### config.mk
export PLATFORM = sky130hd
export DESIGN_NAME = sorted_timeout_event_queue_top
export DESIGN_NICKNAME = d
export VERILOG_FILES = /design/src/rtl/core/stq_pkg.sv /design/src/rtl/core/sorted_timeout_event_queue_top.sv /design/src/rtl/core/stq_alu.sv /design/src/rtl/core/stq_mem.sv
export SDC_FILE = /design/constraint.sdc
export NUM_CORES = 2
export LEC_CHECK = 0
export ABC_AREA = 1
export BUFFER_PORTS_ARGS = -buffer_cell sky130_fd_sc_hd__buf_4
export CORE_MARGIN = 3
export CORE_UTILIZATION = 42
export DETAILED_ROUTE_END_ITERATION = 8
export PLACE_DENSITY = 0.63
export SYNTH_ARGS = -nofsm -noshare
export SYNTH_HDL_FRONTEND = slang
export SYNTH_SLANG_ARGS = --single-unit
export TNS_END_PERCENT = 10
### constraint.sdc
create_clock -name clk -period 11.55 [get_ports clk]
set_input_delay 0.5775 -clock clk [delete_from_list [all_inputs] [get_ports clk]]
set_output_delay 0.5775 -clock clk [all_outputs]
set_load 0.02 [all_outputs]
### src/rtl/core/stq_pkg.sv
// Shared types, codes and helpers for the sorted timeout event queue.
package stq_pkg;

  // Command kinds
  localparam logic [2:0] KIND_TICK    = 3'd0;
  localparam logic [2:0] KIND_INS_REL = 3'd1;
  localparam logic [2:0] KIND_INS_ABS = 3'd2;
  localparam logic [2:0] KIND_ADVANCE = 3'd3;
  localparam logic [2:0] KIND_QUERY   = 3'd4;

  // Result status codes
  localparam logic [1:0] STATUS_OK      = 2'd0;
  localparam logic [1:0] STATUS_FULL    = 2'd1;
  localparam logic [1:0] STATUS_FOREVER = 2'd2;

  // Most expiries one tick may report, and the counter width for it
  localparam int unsigned MAX_RES   = 16;
  localparam int unsigned RES_CNT_W = 5;

  // Fixed field widths
  localparam int unsigned ABS_W    = 48;
  localparam int unsigned PERIOD_W = 16;

  typedef struct packed {
    logic [2:0]       kind;
    logic [7:0]       event_id;
    logic [31:0]      timeout;
    logic             wait_forever;
    logic [ABS_W-1:0] abs_time;
    logic [31:0]      elapsed;
  } cmd_word_t;

  typedef struct packed {
    logic [1:0]  status;
    logic        expired_valid;
    logic [7:0]  expired_id;
    logic        next_valid;
    logic [31:0] next_delay;
    logic        last;
  } res_word_t;

  // Shared adder operation
  typedef enum logic {
    ALU_ADD = 1'b0,
    ALU_SUB = 1'b1
  } alu_op_t;

  // Build one result word
  function automatic res_word_t mk_res(logic [1:0] status, logic ev, logic [7:0] id,
                                       logic nv, logic [31:0] nd, logic lst);
    res_word_t r;
    r.status        = status;
    r.expired_valid = ev;
    r.expired_id    = id;
    r.next_valid    = nv;
    r.next_delay    = nd;
    r.last          = lst;
    return r;
  endfunction

endpackage

### src/rtl/core/sorted_timeout_event_queue_top.sv
// Top level of the sorted timeout event queue: sequencer, time and queue pointers.
//
// Usage:
//   cmd channel (cmd_valid / cmd_stall / cmd) takes one command word; cmd_stall
//   is high while a command is in progress, so one command is worked at a time.
//   res channel (res_valid / res_stall / res) returns result words from an
//   output register; the last word of each command has last set.
//   cfg_wr_en / cfg_wr_data write tick_period; write it only while idle.
// Commands run through one shared adder and one single-port entry store.
// Advance, wait forever and unknown kinds go straight to their one result word;
// query reads the head and subtracts the time, then the period (an empty queue
// skips both). Insert finishes the key, then scans back from the tail, moving
// each later entry one slot back; a full queue answers without a scan.
// Tick emits each due head entry one behind, until the head is not due, the
// queue empties or 16 are taken; it sends at most 16 words.
// The next command word is taken the cycle after the last result word loads.
// A stalled result word holds; the sequencer waits until the output register
// frees before loading the next word.
// Reset (synchronous, active high) empties the queue, zeroes the time and
// sets tick_period to 1. The store needs no clearing pass.
module sorted_timeout_event_queue_top #(
  parameter int unsigned DEPTH     = 16,
  parameter int unsigned TIME_BITS = 48
) (
  input  logic                      clk,
  input  logic                      rst,
  input  logic                      cmd_valid,
  output logic                      cmd_stall,
  input  stq_pkg::cmd_word_t        cmd,
  output logic                      res_valid,
  input  logic                      res_stall,
  output stq_pkg::res_word_t        res,
  input  logic                      cfg_wr_en,
  input  logic [stq_pkg::PERIOD_W-1:0] cfg_wr_data
);

  localparam int unsigned AW    = $clog2(DEPTH);
  localparam int unsigned CNT_W = $clog2(DEPTH + 1);
  localparam int unsigned TW    = TIME_BITS;

  typedef enum logic [9:0] {
    S_IDLE     = 10'b0000000001,
    S_TICK_RD  = 10'b0000000010,
    S_TICK_CMP = 10'b0000000100,
    S_INS_ADD  = 10'b0000001000,
    S_INS_RD   = 10'b0000010000,
    S_INS_CMP  = 10'b0000100000,
    S_QRY_RD   = 10'b0001000000,
    S_QRY_SUB  = 10'b0010000000,
    S_QRY_FIN  = 10'b0100000000,
    S_EMIT     = 10'b1000000000
  } state_t;

  state_t                        state;
  logic [stq_pkg::PERIOD_W-1:0]  tick_period;
  logic [TW-1:0]                 cur_time;
  logic [TW-1:0]                 key;
  logic [TW-1:0]                 key_add;
  logic [7:0]                    ins_id;
  logic [CNT_W-1:0]              idx;
  logic [CNT_W-1:0]              count;
  logic [AW-1:0]                 head;
  logic [stq_pkg::RES_CNT_W-1:0] n_taken;
  logic                          have_pend;
  logic [7:0]                    pend_id;
  stq_pkg::res_word_t            res_pend;
  logic                          ret_idle;

  logic                          cmd_accept;
  logic                          out_free;
  logic [TW-1:0]                 period_ext;
  logic [TW-1:0]                 abs_ext;

  stq_pkg::alu_op_t              alu_op;
  logic [TW-1:0]                 alu_a;
  logic [TW-1:0]                 alu_b;
  logic [TW-1:0]                 alu_sum;
  logic                          alu_carry;

  logic [AW-1:0]                 lg_addr;
  logic [AW:0]                   phys_sum;
  logic [AW-1:0]                 mem_addr;
  logic                          mem_we;
  logic                          mem_re;
  logic [TW-1:0]                 mem_wr_time;
  logic [7:0]                    mem_wr_id;
  logic [TW-1:0]                 rd_time;
  logic [7:0]                    rd_id;
  logic [CNT_W-1:0]              idx_dec;
  logic                          tick_more;
  stq_pkg::res_word_t            tick_close;

  assign cmd_stall  = (state != S_IDLE);
  assign cmd_accept = cmd_valid && !cmd_stall;
  assign out_free   = !res_valid || !res_stall;
  assign period_ext = TW'(tick_period);
  assign abs_ext    = TW'(cmd.abs_time);
  assign idx_dec    = idx - CNT_W'(1);

  // Tick may take another entry while the queue holds one and the budget lasts
  assign tick_more  = (count != '0) && (n_taken != stq_pkg::RES_CNT_W'(stq_pkg::MAX_RES));

  // Closing word of a tick: held expiry marked last, or the empty answer
  assign tick_close = have_pend ?
      stq_pkg::mk_res(stq_pkg::STATUS_OK, 1'b1, pend_id, 1'b0, 32'd0, 1'b1) :
      stq_pkg::mk_res(stq_pkg::STATUS_OK, 1'b0, 8'd0, 1'b0, 32'd0, 1'b1);

  // Operand select for the shared adder
  always_comb begin
    alu_op = stq_pkg::ALU_ADD;
    alu_a  = cur_time;
    alu_b  = period_ext;
    case (state)
      S_IDLE: begin
        alu_a = cur_time;
        case (cmd.kind)
          stq_pkg::KIND_INS_REL: alu_b = TW'(cmd.timeout);
          stq_pkg::KIND_ADVANCE: alu_b = TW'(cmd.elapsed);
          default:               alu_b = period_ext;
        endcase
      end
      S_INS_ADD: begin
        alu_a = key;
        alu_b = key_add;
      end
      S_INS_CMP: begin
        alu_op = stq_pkg::ALU_SUB;
        alu_a  = key;
        alu_b  = rd_time;
      end
      S_TICK_CMP: begin
        alu_op = stq_pkg::ALU_SUB;
        alu_a  = cur_time;
        alu_b  = rd_time;
      end
      S_QRY_SUB: begin
        alu_op = stq_pkg::ALU_SUB;
        alu_a  = rd_time;
        alu_b  = cur_time;
      end
      S_QRY_FIN: begin
        alu_op = stq_pkg::ALU_SUB;
        alu_a  = key;
        alu_b  = period_ext;
      end
      default: begin
        alu_op = stq_pkg::ALU_ADD;
      end
    endcase
  end

  stq_alu #(.TW(TW)) u_alu (
    .op    (alu_op),
    .a     (alu_a),
    .b     (alu_b),
    .sum   (alu_sum),
    .carry (alu_carry)
  );

  // Store access: logical slot relative to head, then wrap to a physical slot
  always_comb begin
    lg_addr     = '0;
    mem_we      = 1'b0;
    mem_re      = 1'b0;
    mem_wr_time = key;
    mem_wr_id   = ins_id;
    case (state)
      S_TICK_RD: begin
        mem_re = tick_more;
      end
      S_QRY_RD: begin
        mem_re = (count != '0);
      end
      S_INS_RD: begin
        if (idx == '0) begin
          mem_we = 1'b1;
        end else begin
          lg_addr = idx_dec[AW-1:0];
          mem_re  = 1'b1;
        end
      end
      S_INS_CMP: begin
        lg_addr = idx[AW-1:0];
        mem_we  = 1'b1;
        // entry later than the new key moves one slot back
        if (!alu_carry) begin
          mem_wr_time = rd_time;
          mem_wr_id   = rd_id;
        end
      end
      default: begin
        lg_addr = '0;
      end
    endcase
  end

  assign phys_sum = {1'b0, head} + {1'b0, lg_addr};
  assign mem_addr = (phys_sum >= (AW + 1)'(DEPTH)) ?
                    AW'(phys_sum - (AW + 1)'(DEPTH)) : phys_sum[AW-1:0];

  stq_mem #(.DEPTH(DEPTH), .TW(TW), .AW(AW)) u_mem (
    .clk     (clk),
    .addr    (mem_addr),
    .we      (mem_we),
    .wr_time (mem_wr_time),
    .wr_id   (mem_wr_id),
    .re      (mem_re),
    .rd_time (rd_time),
    .rd_id   (rd_id)
  );

  // Tick period register
  always_ff @(posedge clk) begin
    if (rst) begin
      tick_period <= stq_pkg::PERIOD_W'(1);
    end else if (cfg_wr_en) begin
      tick_period <= cfg_wr_data;
    end
  end

  // Result output register
  always_ff @(posedge clk) begin
    if (rst) begin
      res_valid <= 1'b0;
    end else if (state == S_EMIT && out_free) begin
      res_valid <= 1'b1;
    end else if (!res_stall) begin
      res_valid <= 1'b0;
    end
  end

  always_ff @(posedge clk) begin
    if (state == S_EMIT && out_free) begin
      res <= res_pend;
    end
  end

  // Sequencer and queue control state
  always_ff @(posedge clk) begin
    if (rst) begin
      state     <= S_IDLE;
      cur_time  <= '0;
      count     <= '0;
      head      <= '0;
      n_taken   <= '0;
      have_pend <= 1'b0;
      ret_idle  <= 1'b1;
    end else begin
      case (state)
        S_IDLE: begin
          if (cmd_accept) begin
            ret_idle <= 1'b1;
            case (cmd.kind)
              stq_pkg::KIND_TICK: begin
                cur_time  <= alu_sum;
                n_taken   <= '0;
                have_pend <= 1'b0;
                state     <= S_TICK_RD;
              end
              stq_pkg::KIND_INS_REL: begin
                if (cmd.wait_forever) begin
                  res_pend <= stq_pkg::mk_res(stq_pkg::STATUS_FOREVER, 1'b0, 8'd0,
                                              1'b0, 32'd0, 1'b1);
                  state    <= S_EMIT;
                end else begin
                  key     <= alu_sum;
                  key_add <= period_ext;
                  ins_id  <= cmd.event_id;
                  state   <= S_INS_ADD;
                end
              end
              stq_pkg::KIND_INS_ABS: begin
                key     <= abs_ext;
                key_add <= '0;
                ins_id  <= cmd.event_id;
                state   <= S_INS_ADD;
              end
              stq_pkg::KIND_ADVANCE: begin
                cur_time <= alu_sum;
                res_pend <= stq_pkg::mk_res(stq_pkg::STATUS_OK, 1'b0, 8'd0,
                                            1'b0, 32'd0, 1'b1);
                state    <= S_EMIT;
              end
              stq_pkg::KIND_QUERY: begin
                state <= S_QRY_RD;
              end
              default: begin
                res_pend <= stq_pkg::mk_res(stq_pkg::STATUS_OK, 1'b0, 8'd0,
                                            1'b0, 32'd0, 1'b1);
                state    <= S_EMIT;
              end
            endcase
          end
        end

        // Tick: read head, compare against new time, emit one behind
        S_TICK_RD: begin
          if (tick_more) begin
            state <= S_TICK_CMP;
          end else begin
            res_pend <= tick_close;
            ret_idle <= 1'b1;
            state    <= S_EMIT;
          end
        end
        S_TICK_CMP: begin
          if (alu_carry) begin
            head      <= (head == AW'(DEPTH - 1)) ? '0 : head + AW'(1);
            count     <= count - CNT_W'(1);
            n_taken   <= n_taken + stq_pkg::RES_CNT_W'(1);
            pend_id   <= rd_id;
            have_pend <= 1'b1;
            if (have_pend) begin
              res_pend <= stq_pkg::mk_res(stq_pkg::STATUS_OK, 1'b1, pend_id,
                                          1'b0, 32'd0, 1'b0);
              ret_idle <= 1'b0;
              state    <= S_EMIT;
            end else begin
              state <= S_TICK_RD;
            end
          end else begin
            res_pend <= tick_close;
            ret_idle <= 1'b1;
            state    <= S_EMIT;
          end
        end

        // Insert: finish the key, then scan back from the tail
        S_INS_ADD: begin
          key <= alu_sum;
          if (count == CNT_W'(DEPTH)) begin
            res_pend <= stq_pkg::mk_res(stq_pkg::STATUS_FULL, 1'b0, 8'd0,
                                        1'b0, 32'd0, 1'b1);
            state    <= S_EMIT;
          end else begin
            idx   <= count;
            state <= S_INS_RD;
          end
        end
        S_INS_RD: begin
          if (idx == '0) begin
            count    <= count + CNT_W'(1);
            res_pend <= stq_pkg::mk_res(stq_pkg::STATUS_OK, 1'b0, 8'd0,
                                        1'b0, 32'd0, 1'b1);
            state    <= S_EMIT;
          end else begin
            state <= S_INS_CMP;
          end
        end
        S_INS_CMP: begin
          if (!alu_carry) begin
            idx   <= idx_dec;
            state <= S_INS_RD;
          end else begin
            count    <= count + CNT_W'(1);
            res_pend <= stq_pkg::mk_res(stq_pkg::STATUS_OK, 1'b0, 8'd0,
                                        1'b0, 32'd0, 1'b1);
            state    <= S_EMIT;
          end
        end

        // Query: head time minus time minus period
        S_QRY_RD: begin
          if (count == '0) begin
            res_pend <= stq_pkg::mk_res(stq_pkg::STATUS_OK, 1'b0, 8'd0,
                                        1'b0, 32'd0, 1'b1);
            state    <= S_EMIT;
          end else begin
            state <= S_QRY_SUB;
          end
        end
        S_QRY_SUB: begin
          key   <= alu_sum;
          state <= S_QRY_FIN;
        end
        S_QRY_FIN: begin
          res_pend <= stq_pkg::mk_res(stq_pkg::STATUS_OK, 1'b0, 8'd0,
                                      1'b1, alu_sum[31:0], 1'b1);
          state    <= S_EMIT;
        end

        // Hand a word to the output register once it frees
        S_EMIT: begin
          if (out_free) begin
            state <= ret_idle ? S_IDLE : S_TICK_RD;
          end
        end

        default: begin
          state <= S_IDLE;
        end
      endcase
    end
  end

`ifndef SYNTHESIS
  // Queue never holds more than its depth
  a_count_range: assert property (@(posedge clk) disable iff (rst)
    count <= CNT_W'(DEPTH))
    else $error("entry count above depth");

  // Tick never takes more than the per-tick budget
  a_tick_budget: assert property (@(posedge clk) disable iff (rst)
    n_taken <= stq_pkg::RES_CNT_W'(stq_pkg::MAX_RES))
    else $error("tick took too many entries");

  // Insert scan stays inside the occupied region
  a_scan_range: assert property (@(posedge clk) disable iff (rst)
    (state == S_INS_RD || state == S_INS_CMP) |-> (idx <= count && count != CNT_W'(DEPTH)))
    else $error("insert scan out of range");

  // An expiry word carries no other answer
  a_expiry_clean: assert property (@(posedge clk) disable iff (rst)
    (res_valid && res.expired_valid) |->
      (res.status == stq_pkg::STATUS_OK && !res.next_valid))
    else $error("expiry word mixed with other fields");

  // A taken head entry shrinks the queue by exactly one
  a_drop_one: assert property (@(posedge clk) disable iff (rst)
    (state == S_TICK_CMP && alu_carry) |=> (count == $past(count) - CNT_W'(1)))
    else $error("head drop miscounted");
`endif

endmodule

### src/rtl/core/stq_alu.sv
// Shared add/subtract unit with carry out, used for all time arithmetic and compares.
module stq_alu #(
  parameter int unsigned TW = 48
) (
  input  stq_pkg::alu_op_t op,
  input  logic [TW-1:0]    a,
  input  logic [TW-1:0]    b,
  output logic [TW-1:0]    sum,
  output logic             carry
);

  logic [TW-1:0] b_eff;

  // Subtract as a + ~b + 1; carry set means a >= b
  assign b_eff = (op == stq_pkg::ALU_SUB) ? ~b : b;
  assign {carry, sum} = {1'b0, a} + {1'b0, b_eff} +
                        {{TW{1'b0}}, (op == stq_pkg::ALU_SUB)};

endmodule

### src/rtl/core/stq_mem.sv
// Entry store: expiry time and id per slot, one address per cycle, registered read.
module stq_mem #(
  parameter int unsigned DEPTH = 16,
  parameter int unsigned TW    = 48,
  parameter int unsigned AW    = 4
) (
  input  logic          clk,
  input  logic [AW-1:0] addr,
  input  logic          we,
  input  logic [TW-1:0] wr_time,
  input  logic [7:0]    wr_id,
  input  logic          re,
  output logic [TW-1:0] rd_time,
  output logic [7:0]    rd_id
);

  logic [TW-1:0] time_mem [DEPTH];
  logic [7:0]    id_mem   [DEPTH];

  // Write port
  always_ff @(posedge clk) begin
    if (we) begin
      time_mem[addr] <= wr_time;
      id_mem[addr]   <= wr_id;
    end
  end

  // Registered read port
  always_ff @(posedge clk) begin
    if (re) begin
      rd_time <= time_mem[addr];
      rd_id   <= id_mem[addr];
    end
  end

endmodule
==> results.txt <==
status: finished, final reports clean
Crit path required time: 12.03 ns
Hold Crit Endpoint: tick_period[14]
Hold Startpoint: cfg_wr_data[14]
clock share of power: 0.428
final net count: 4717
worst-path cell chain: nor2_4 > nand2_4 > nor2_2 > nand2_2 > buf_4 > nand2_2 > nor2_2 > buf_4 > inv_1 > a32o_1 > ha_1 > nand2_1 > o21ai_0 > a21oi_1 > o21ai_1 > a211oi_1 > nand2_1 > nor2_4 > inv_2 > buf_4 > buf_4 > nand2_1 > nand2_1
met1 Usage GRT: 0.332
Worst R2R Start: state[5]
drt drc: 0
CTS Buffer Depth: 3
number of synthesized flops with an enable pin: 1127
post-CTS resize count: 0
Net Count, Synth: 4533
Fin. Hold Viols: 0
vias in the first global route: 34390
P_int: 7460 uW
Comb pwr share: 0.068
Synth Instances: 4327
crit start category: flip-flop
Worst Max-Slew Pin Slew: 1.24 ns
antenna violations before repair: 2
RSZ-0062 raised after global routing: false
most common cell after layout, fill and taps aside: edfxtp_1
Clock Skews: 0.0298 ns
pin count of the biggest net entering global routing: 108
Post-DP Area: 0.0548 mm^2
flop and latch count out of synthesis: 1218
commonest cells after routing, fill and taps aside: edfxtp_1, nand2_1, a22oi_1, a21oi_1, buf_4
Crit-path slowest cell: nor2_2
WL final: 157 mm
core area: 0.121 mm^2
Die ar.: 0.127 mm^2
VDD IR-drop max: 0.108 mV
Worst Setup End Kind: flip-flop
arrival time worst endpoint: 7.18 ns
Site Rows: 127
met3 Use GR: 0.0552
Die H: 356 um
CTS buffer count: 131
area of the multi-input gates: 0.0142 mm^2
Port Buffers: 191
Slew HR: 0.173
Worst-path clk slew: 0.06 ns
io pins: 192
hold path depth: 3
count of cell types in the netlist: 56
post-layout minimum cycle time: 6.70 ns
vias post-DR: 35886
antenna cells: 0
CTS sink cnt: 1218
DR iter-0 viols: 3969
global routing usage on met2: 0.374
Sw Pwr: 2250 uW
worst min path class: in -> reg
post-route cell area: 0.0592 mm^2
post-synthesis sequential area ratio: 0.692
global-route wire length before repair: 227 mm
fmax: 0.149 GHz
share of layout cells above drive strength 1: 0.116
syn_area_per_cell: 11.9 um^2
Total GRT Usage: 0.243
slowest cell delay on critical path: 0.59 ns
Root Buffer: clkbuf_16
FF-to-FF End: u_mem.time_mem[6][9]
maxcap violations: 0
crit-path max FO: 36
share of synthesized flip-flops with an asynchronous set or reset: 0
final setup fails: 0
grt total ovfl: 0
switching portion of total power: 0.231
CTS tree: done
Area Growth Syn to Fin: 14.9%
die width: 356 um
sequential cell area: 0.0357 mm^2
gp weighted congestion: 1.01
Clock Latency Late Sink: 0.76 ns
Leakage Power: 0.0212 uW
GRT busiest layer: met2
Netlist Area Pre-Place: 0.0515 mm^2
placed wire-length estimate: 92.4 mm
worst-case reg-to-reg path depth: 23
PwrDens: 164 mW/mm^2
Routed Antenna Nets: 0
critical path type: reg -> reg
initial cell density of the core: 0.427
DRT Pass-1 Iters: 6
TNS Setup: 0 ns
WL/cell: 25.2 um
top_reg_cell synth: edfxtp_1
H-tree depth: 4
vias per std cell: 5.76
FILL cells: 10688
final critical-path share of the clock period: 0.580
Synth Warn #: 0
Slew Viols, Final: 0
r2r setup slk: 4.85 ns
share of total power in sequential cells: 0.504
## flip-flops by register name, indices dropped and copies added (netlist names), 8 cells and up
signal          count
u_mem.time_mem    768
u_mem.id_mem      128
cur_time           48
key                48
u_mem.rd_time      48
res                45
res_pend           45
key_add            16
tick_period        16
state              10
ins_id              8
pend_id             8
u_mem.rd_id         8
## final cells by class
class	instances	share of cell area
flip-flops and latches	1218	0.603
multi-input cells	2627	0.240
clock buffers	156	0.0579
well taps	1612	0.0341
repair buffers	264	0.0338
inverters	269	0.0172
clock inverters	80	0.0140
## what timing repair did
| action | in CTS | in global routing |
|---|---|---|
| buffers inserted | 0 | 0 |
| hold buffers | 8 | 0 |
| hold endpoints to repair | 8 | 0 |
## cells by family after synthesis
| kind of cell | count (synthesis) | share of synthesized area |
|---|---|---|
| AND/OR/NAND/NOR | 1535 | 0.124 |
| flip-flops | 1218 | 0.692 |
| AO/OA/AOI/OAI | 973 | 0.122 |
| buffers and inverters | 482 | 0.0359 |
| adder cells (fa/ha/maj) | 61 | 0.0153 |
| XOR/XNOR | 58 | 0.0104 |
## per-stage QoR
stage	hold slack, ns	instances	power (uW)	setup slack, ns	utilization
final	0.0592	6226	9710	4.85	0.490
after global routing	0.0373	6226	10000	4.44	0.490
after CTS	0.0141	6226	9750	4.97	0.490
after detailed placement	0.405	5982	5630	4.78	0.454
after global placement	0.401	5982	5630	4.98	0.454
after floorplan	0.400	4327	5390	3.28	-
## worst max-delay path, delay by kind of cell (launching register included)
| family | cells | cell delay (ns) |
|---|---|---|
| buffers and inverters | 6 | 2.49 |
| and+or+nand+nor | 11 | 2.08 |
| AOI/OAI and AO/OA | 5 | 0.98 |
| DFF | 1 | 0.45 |
| adders and majority gates | 1 | 0.36 |
## power by group through the flow
| stage | clock, uW | combinational (uW) | sequential (uW) |
|---|---|---|---|
| floorplan | 0 | 410 | 4980 |
| global placement | 0 | 645 | 4980 |
| detailed placement | 0 | 650 | 4980 |
| CTS | 4210 | 655 | 4890 |
| global route | 4400 | 724 | 4890 |
| finish | 4150 | 664 | 4890 |
## synthesized netlist by cell type, drive strengths merged, types with 2 or more instances
library cell | number | area (um^2)
nand2 | 949 | 3640
dfxtp | 91 | 1820
o2111ai | 8 | 70.1
a221oi | 34 | 298
o21ai | 158 | 791
or2 | 6 | 37.5
a21oi | 270 | 1360
o22ai | 22 | 138
nor3 | 28 | 151
nor2 | 285 | 1140
nand3b | 2 | 15.0
a21o | 10 | 75.1
clkbuf | 179 | 672
fa | 3 | 60.1
nand4 | 12 | 75.1
xnor2 | 18 | 173
a31oi | 18 | 113
xor2 | 40 | 365
nand3 | 242 | 1240
o211ai | 25 | 188
nor3b | 2 | 15.0
a211oi | 5 | 37.5
o21bai | 14 | 116
o21a | 14 | 105
inv | 267 | 1000
o311ai | 8 | 70.1
nor4 | 9 | 71.3
buf | 34 | 169
edfxtp | 1127 | 33800
clkinv | 2 | 7.51
a32o | 11 | 110
a22oi | 372 | 2790
ha | 58 | 726
## layer usage
metal  up-vias  share of wire
li1      16133              -
met1     17596           0.41
met2      1782           0.45
met3       371          0.098
met4         4          0.043
met5         -        0.00015
## worst max-delay path by stage
stage | from | slack, ns | depth (start not counted) | end
2_1_floorplan | state[9] | 3.28 | 22 | res_pend[0]
3_3_place_gp | cmd[123] | 4.98 | 24 | u_mem.time_mem[4][7]
3_5_place_dp | cmd[123] | 4.78 | 24 | u_mem.time_mem[6][9]
4_1_cts | state[7] | 4.97 | 23 | u_mem.time_mem[0][7]
5_1_grt | state[5] | 4.44 | 23 | u_mem.time_mem[1][18]
6_report | state[5] | 4.85 | 23 | u_mem.time_mem[6][9]
(Power assumes the default switching activity.)
